File: src/rtl/tkps_pkg.sv
// ----------------------------------------------------------------------------
// tkps_pkg
// Types and codes shared by the key press sequencer front, back and checker.
// ----------------------------------------------------------------------------
package tkps_pkg;

  localparam logic FUNC_ENQUEUE = 1'b0;
  localparam logic FUNC_SERVICE = 1'b1;

  localparam logic [1:0] ACT_NONE    = 2'd0;
  localparam logic [1:0] ACT_PRESS   = 2'd1;
  localparam logic [1:0] ACT_RELEASE = 2'd2;

  // command queue between front and back
  localparam int QUEUE_DEPTH = 2;
  localparam int QPW         = $clog2(QUEUE_DEPTH);
  localparam int QCW         = $clog2(QUEUE_DEPTH + 1);

  typedef enum logic [1:0] {
    PH_IDLE    = 2'd0,
    PH_PRESSED = 2'd1,
    PH_GAP     = 2'd2
  } phase_t;

  typedef enum logic {
    BK_IDLE = 1'b0,
    BK_EXEC = 1'b1
  } bk_state_t;

  typedef enum logic {
    CMD_ENQUEUE = 1'b0,
    CMD_SERVICE = 1'b1
  } cmd_kind_t;

  typedef struct packed {
    logic [7:0]  modifier;
    logic [7:0]  key;
    logic [15:0] hold;
    logic [15:0] gap;
  } entry_t;

  typedef struct packed {
    cmd_kind_t   kind;
    entry_t      entry;
    logic [31:0] now;
    logic        ready;
    logic        susp;
  } cmd_t;

  typedef struct packed {
    logic [1:0] action;
    logic [7:0] modifier;
    logic [7:0] key;
    logic       wake;
    logic       dropped;
    logic [7:0] count;
  } result_t;

endpackage

File: src/rtl/tkps_front.sv
// ----------------------------------------------------------------------------
// tkps_front
// Accept command words, classify them and hold them in a short queue.
// ----------------------------------------------------------------------------
module tkps_front (
  input  logic          clk,
  input  logic          rst,
  input  logic          start,
  output logic          busy,
  input  logic          func,
  input  logic [7:0]    modifier_bits,
  input  logic [7:0]    key_code,
  input  logic [15:0]   hold_ms,
  input  logic [15:0]   gap_ms,
  input  logic [31:0]   now_ms,
  input  logic          link_ready,
  input  logic          host_suspended,
  output logic          q_valid,
  output tkps_pkg::cmd_t q_cmd,
  input  logic          q_pop
);

  tkps_pkg::cmd_t       slots [tkps_pkg::QUEUE_DEPTH];
  logic [tkps_pkg::QPW-1:0] wr_ptr;
  logic [tkps_pkg::QPW-1:0] rd_ptr;
  logic [tkps_pkg::QCW-1:0] fill;
  logic                 push;
  tkps_pkg::cmd_t       cmd_in;

  assign busy    = (fill == tkps_pkg::QCW'(tkps_pkg::QUEUE_DEPTH));
  assign push    = start && !busy;
  assign q_valid = (fill != '0);
  assign q_cmd   = slots[rd_ptr];

  // classify on entry
  always_comb begin
    cmd_in.kind  = (func == tkps_pkg::FUNC_SERVICE) ? tkps_pkg::CMD_SERVICE
                                                    : tkps_pkg::CMD_ENQUEUE;
    cmd_in.entry = '{modifier: modifier_bits, key: key_code,
                     hold: hold_ms, gap: gap_ms};
    cmd_in.now   = now_ms;
    cmd_in.ready = link_ready;
    cmd_in.susp  = host_suspended;
  end

  always_ff @(posedge clk) begin
    if (push) begin
      slots[wr_ptr] <= cmd_in;
    end
  end

  always_ff @(posedge clk) begin
    if (rst) begin
      wr_ptr <= '0;
      rd_ptr <= '0;
      fill   <= '0;
    end else begin
      if (push) begin
        wr_ptr <= wr_ptr + 1'b1;
      end
      if (q_pop) begin
        rd_ptr <= rd_ptr + 1'b1;
      end
      if (push && !q_pop) begin
        fill <= fill + 1'b1;
      end else if (!push && q_pop) begin
        fill <= fill - 1'b1;
      end
    end
  end

endmodule

File: config.mk
export PLATFORM = sky130hd
export DESIGN_NAME = tkps_front
export DESIGN_NICKNAME = d
export VERILOG_FILES = /design/src/rtl/tkps_pkg.sv /design/src/rtl/tkps_front.sv
export SDC_FILE = /design/constraint.sdc
export NUM_CORES = 1
export LEC_CHECK = 0
export ABC_AREA = 1
export BUFFER_PORTS_ARGS = -buffer_cell sky130_fd_sc_hd__buf_4
export CORE_ASPECT_RATIO = 0.8
export CORE_MARGIN = 2
export CORE_UTILIZATION = 52
export DETAILED_ROUTE_END_ITERATION = 10
export PLACE_DENSITY = 0.79
export SLEW_MARGIN = 25
export SYNTH_ARGS = -nofsm -noshare
export SYNTH_HDL_FRONTEND = slang
export SYNTH_SLANG_ARGS = --single-unit
File: constraint.sdc
create_clock -name clk -period 6.2 [get_ports clk]
set_input_delay 0 -clock clk [delete_from_list [all_inputs] [get_ports clk]]
set_output_delay 0 -clock clk [all_outputs]
set_load 0.05 [all_outputs]
* Yosys cells after proc, flatten, opt, wreduce, memory -nomap -nowiden
Memories as Yosys holds them, arrays and structs flattened. A register that Yosys moved wholly into a read port is not among the register bits. Index checks and enable logic that the tools add are counted.
Cells by class: shifts and indexed selects 0, multipliers 0, multiplexer cells 7, reductions and logical operators 8, equality and inequality tests 1, $add $sub $neg 4, divide/modulo/power cells 0, bitwise logic cells 0, $lt $le $gt $ge 0
Operators by type and width (number):
- $mux W1 | 5
- $mux W2 | 2
- $reduce_bool A2 Y1 | 2
- $logic_and A1 B1 Y1 | 3
- $logic_not A1 Y1 | 3
- $add A1 B1 Y1 const B | 2
- $add A2 B1 Y2 const B | 1
- $eq A2 B2 Y1 const B | 1
- $sub A2 B1 Y2 const B | 1
Word-level totals: ROM bits 0, memory bits (writable) 166, word-level logic and storage cells 24, output and inout bits 85, flip-flop bits (word level) 4, bits in latches 0, input bits 87, memories 1
Memories:
- slots | depth 2, bits a word 83, read ports 1, clocked after Yosys merged registers in 1, write ports 1, line tkps_front.sv:23 | tkps_pkg::cmd_t slots [tkps_pkg::QUEUE_DEPTH];

* Longest topological paths before layout
depth after elaboration 7, mapped depth 10, gate-level depth less buffers 10

* Least setup slack after synthesis
No wires, ideal clock.
kind register to register, start register fill[1] in the netlist's numbering, end memory slots[0][0] in the netlist's numbering, enable pin, buffers on the path 0, arrival 3.954 ns, data required time 5.675 ns, setup slack 1.721 ns, period minus slack after synthesis 4.479 ns, stages on the path, launching flop included 4, library setup time 0.525 ns, cells stage by stage dfxtp_1 > inv_1 > o21ai_1 > nor2_1
Between the ends: longest elaborated chain between the ends 5
RTL lines:
- start, declared | line tkps_front.sv:26 | logic [tkps_pkg::QCW-1:0] fill;
- start signal, assigned | line tkps_front.sv:65 | fill <= fill + 1'b1;
- start signal, assigned | line tkps_front.sv:67 | fill <= fill - 1'b1;
- $eq A2 B2 Y1 | line tkps_front.sv:30 | assign busy = (fill == tkps_pkg::QCW'(tkps_pkg::QUEUE_DEPTH));
- $logic_not A1 Y1 | line tkps_front.sv:31 | assign push = start && !busy;
- $logic_and A1 B1 Y1 | line tkps_front.sv:31
- $mux W1 | line tkps_front.sv:47 | if (push) begin
- $mux W1 (not written as such) | line tkps_front.sv:48 | slots[wr_ptr] <= cmd_in;
- end, declared | line tkps_front.sv:23
Every way passes these cells.

==> metrics.md <==
| Metric | Value |
|---|---|
| Synth top area share | `75.83%` |
| Routed Antenna Nets | `0` |
| Final core utilization | `77.40%` |
| Die Y | `104.6 um` |
| Seq/Total Area, Yosys | `77.35%` |
| Combinational fraction of design power | `22.0%` |
| Largest cells by area after synthesis | `edfxtp_1 (76%), mux2_4 (16%), mux2_2 (2.2%)` |
| Power share of the clock group | `33.8%` |
| Peak supply drop | `0.2872 mV` |
| Most common cell after layout, fill and taps aside | `buf_4` |
| Slew Limit Headroom | `46.88%` |
| Post-Syn Area | `6574 um2` |
| Final Max Slew Viols | `0` |
| Max cap viols | `0` |
| Worst-Skew Late Latency | `410 ps` |
| Routed WL per cell | `17.94 um` |
| Worst Setup End Kind | `primary output` |
| Synth area leader | `edfxtp_1` |
| YS warnings | `0` |
| Final setup vio count | `0` |
| Area growth syn-to-layout | `44.25%` |
| Net Sw Frac | `28.22%` |
| Htree depth | `4` |
| Most frequent CP cell | `buf_4` |
| Layout cells sized above 1 | `50.87%` |
| Starting density of the core | `53.66%` |
| Setup TNS | `0 ps` |
| Worst setup SP type | `register` |
| RSZ-0062 raised after global routing | `false` |
| Final worst path period share | `41.64%` |
| Multi-input gate area | `1314 um2` |
| Hold Vio Cnt, Final | `0` |
| Register area | `5089 um2` |
| CP required | `6200 ps` |
| Maximum clock path buffer count | `2` |
| Most frequent cells in the layout | `buf_4 (174), edfxtp_1 (166), dlygate4sd3_1 (86)` |
| First-pass GRT wire length | `20,420 um` |
| Switch Pwr | `905.1 uW` |
| Leak pwr | `0.003774 uW` |
| Worst EP arrival | `2580 ps` |
| Status | `finished clean` |
| Vias per Instance | `4.826` |
| Critical path class | `reg -> out` |
| Crit path max-delay cell type | `dfxtp_4` |
| Worst-margin pin slew | `796.9 ps` |
| GRT Total Usage | `20.06%` |
| I/O pins | `172` |
| Syn avg cell area | `22.44 um2` |
| Slowest stage delay, CP | `810 ps` |
| Synth Register Bits | `171` |
| Antenna Cells | `0` |
| HPWL after DPL | `7588 um` |
| CTS tree | `yes` |
| Skew final | `12.50 ps` |
| Power Internal | `2302 uW` |
| Worst path cell trace | `buf_4 > mux2_4 > buf_4` |
| Sinks on Clock Net | `171` |
| Largest net degree at the start of global routing | `46` |
| Sequential share of power | `44.2%` |
| Port Buf Inserts | `171` |
| Worst min path class | `in -> reg` |
| Fin nets | `653` |
| Clock buffer count from CTS | `17` |
| Iter 0 DRT Violations | `283` |
| Cell count after synthesis | `293` |
| Yosys cell types | `17` |
| GRT overflow | `0` |
| Hold WS | `129.0 ps` |
| Layout Cells excl Fill | `749` |
| Crit-path max FO | `43` |
| # DRC | `0` |
| Vias in the first global route | `3,937` |
| Fill count | `674` |
| Root Driver | `clkbuf_16` |
| Core area | `12,250 um2` |
| Row count | `36` |
| Syn_nets | `381` |
| Inst Count DP | `631` |
| CTS clk-pin slew, worst paths | `70 ps` |
| Cell Pwr Density | `338.2 nW/um2` |
| Die area | `13,560 um2` |
| Min Clock Period, post-route | `2582 ps` |
| Initial antenna violation count | `0` |
| GPL Wtd Cong | `0.6999` |
| Total power | `3207 uW` |
| Drt pass-1 iters | `4` |
| Via count | `3,615` |
| Routed WL | `13,440 um` |
| Die span in x | `129.7 um` |
| Fmax | `387.4 MHz` |
[critical path, delay by kind of cell, from the launching register on]
family,cells,cell delay (ps)
buffers and inverters,2,920
flip-flops,1,810
multiplexers,1,360
[cell type report]
class | instances | share of cell area, %
tap | 171 | 2.256
clock inverter | 15 | 1.953
clock buffer | 17 | 4.486
inverter | 9 | 0.3562
sequential | 171 | 53.66
timing repair buffer | 262 | 23.43
multi-input combinational | 104 | 13.85
[final timing paths]
check / start / endpoint / slack, ps / cells after the start
min: start / wr_ptr / 130 / 4
min reg2reg: wr_ptr / wr_ptr / 540 / 2
max reg2reg: fill[1] / slots[1][10] / 4300 / 5
max: register / q_cmd[29] / 3620 / 3
[logic make-up (layout without fill, tap and decap cells)]
| logic type | after synthesis | count (layout) | share of synthesized area [%] |
|---|---|---|---|
| flip-flops | 171 | 171 | 77.35 |
| multiplexers | 83 | 83 | 18.21 |
| buffers and inverters | 18 | 303 | 2.893 |
| AND/OR/NAND/NOR | 15 | 15 | 0.9136 |
| AO/OA/AOI/OAI | 4 | 4 | 0.3044 |
| adder cells (fa/ha/maj) | 1 | 1 | 0.1903 |
| XOR/XNOR | 1 | 1 | 0.1333 |
[metal layers]
layer	vias up	routed length [um]	GRT usage, %
li1	1684	-	-
met1	1781	5510	24.57
met2	139	6935	34.59
met3	11	868	5.888
met4	0	125	5.684
met5	-	0	0
[state kept, by name, indices dropped and copies added (netlist names), named ones only]
| signal | count |
|---|---|
| slots | 166 |
| fill | 2 |
| rd_ptr | 1 |
| wr_ptr | 1 |
[metrics by stage]
stage	worst slack (ps)	area [um2]
2_1_floorplan	1721	6574
3_3_place_gp	4038	7956
3_5_place_dp	4042	8011
4_1_cts	3602	9483
5_1_grt	3506	9483
6_report	3618	9483
[power groups by stage]
stage / logic (uW) / registers, uW / clock network [uW]
global route: 736 / 1420 / 1150
floorplan: 485 / 1430 / 0
finish: 705 / 1420 / 1080
detailed placement: 656 / 1440 / 0
CTS: 704 / 1410 / 1100
global placement: 641 / 1440 / 0
[synth_stat cells]
| master | n |
|---|---|
| a21oi_1 | 1 |
| edfxtp_1 | 166 |
| o21ai_1 | 1 |
| xnor2_1 | 1 |
| ha_1 | 1 |
| nor2_1 | 8 |
| nand3_1 | 1 |
| inv_1 | 9 |
| buf_12 | 7 |
| nand2_1 | 5 |
| buf_2 | 1 |
| nand4_1 | 1 |
| dfxtp_1 | 5 |
| mux2_2 | 13 |
| mux2_4 | 70 |
| buf_6 | 1 |
| o21ai_0 | 2 |
[timing repair]
item                      4_1_cts  5_1_grt
hold buffers                   86        0
gates resized for setup         0        0
setup buffers                   0        0
hold endpoints to repair      171        0
No activity file was read; power rests on OpenSTA's default activity.
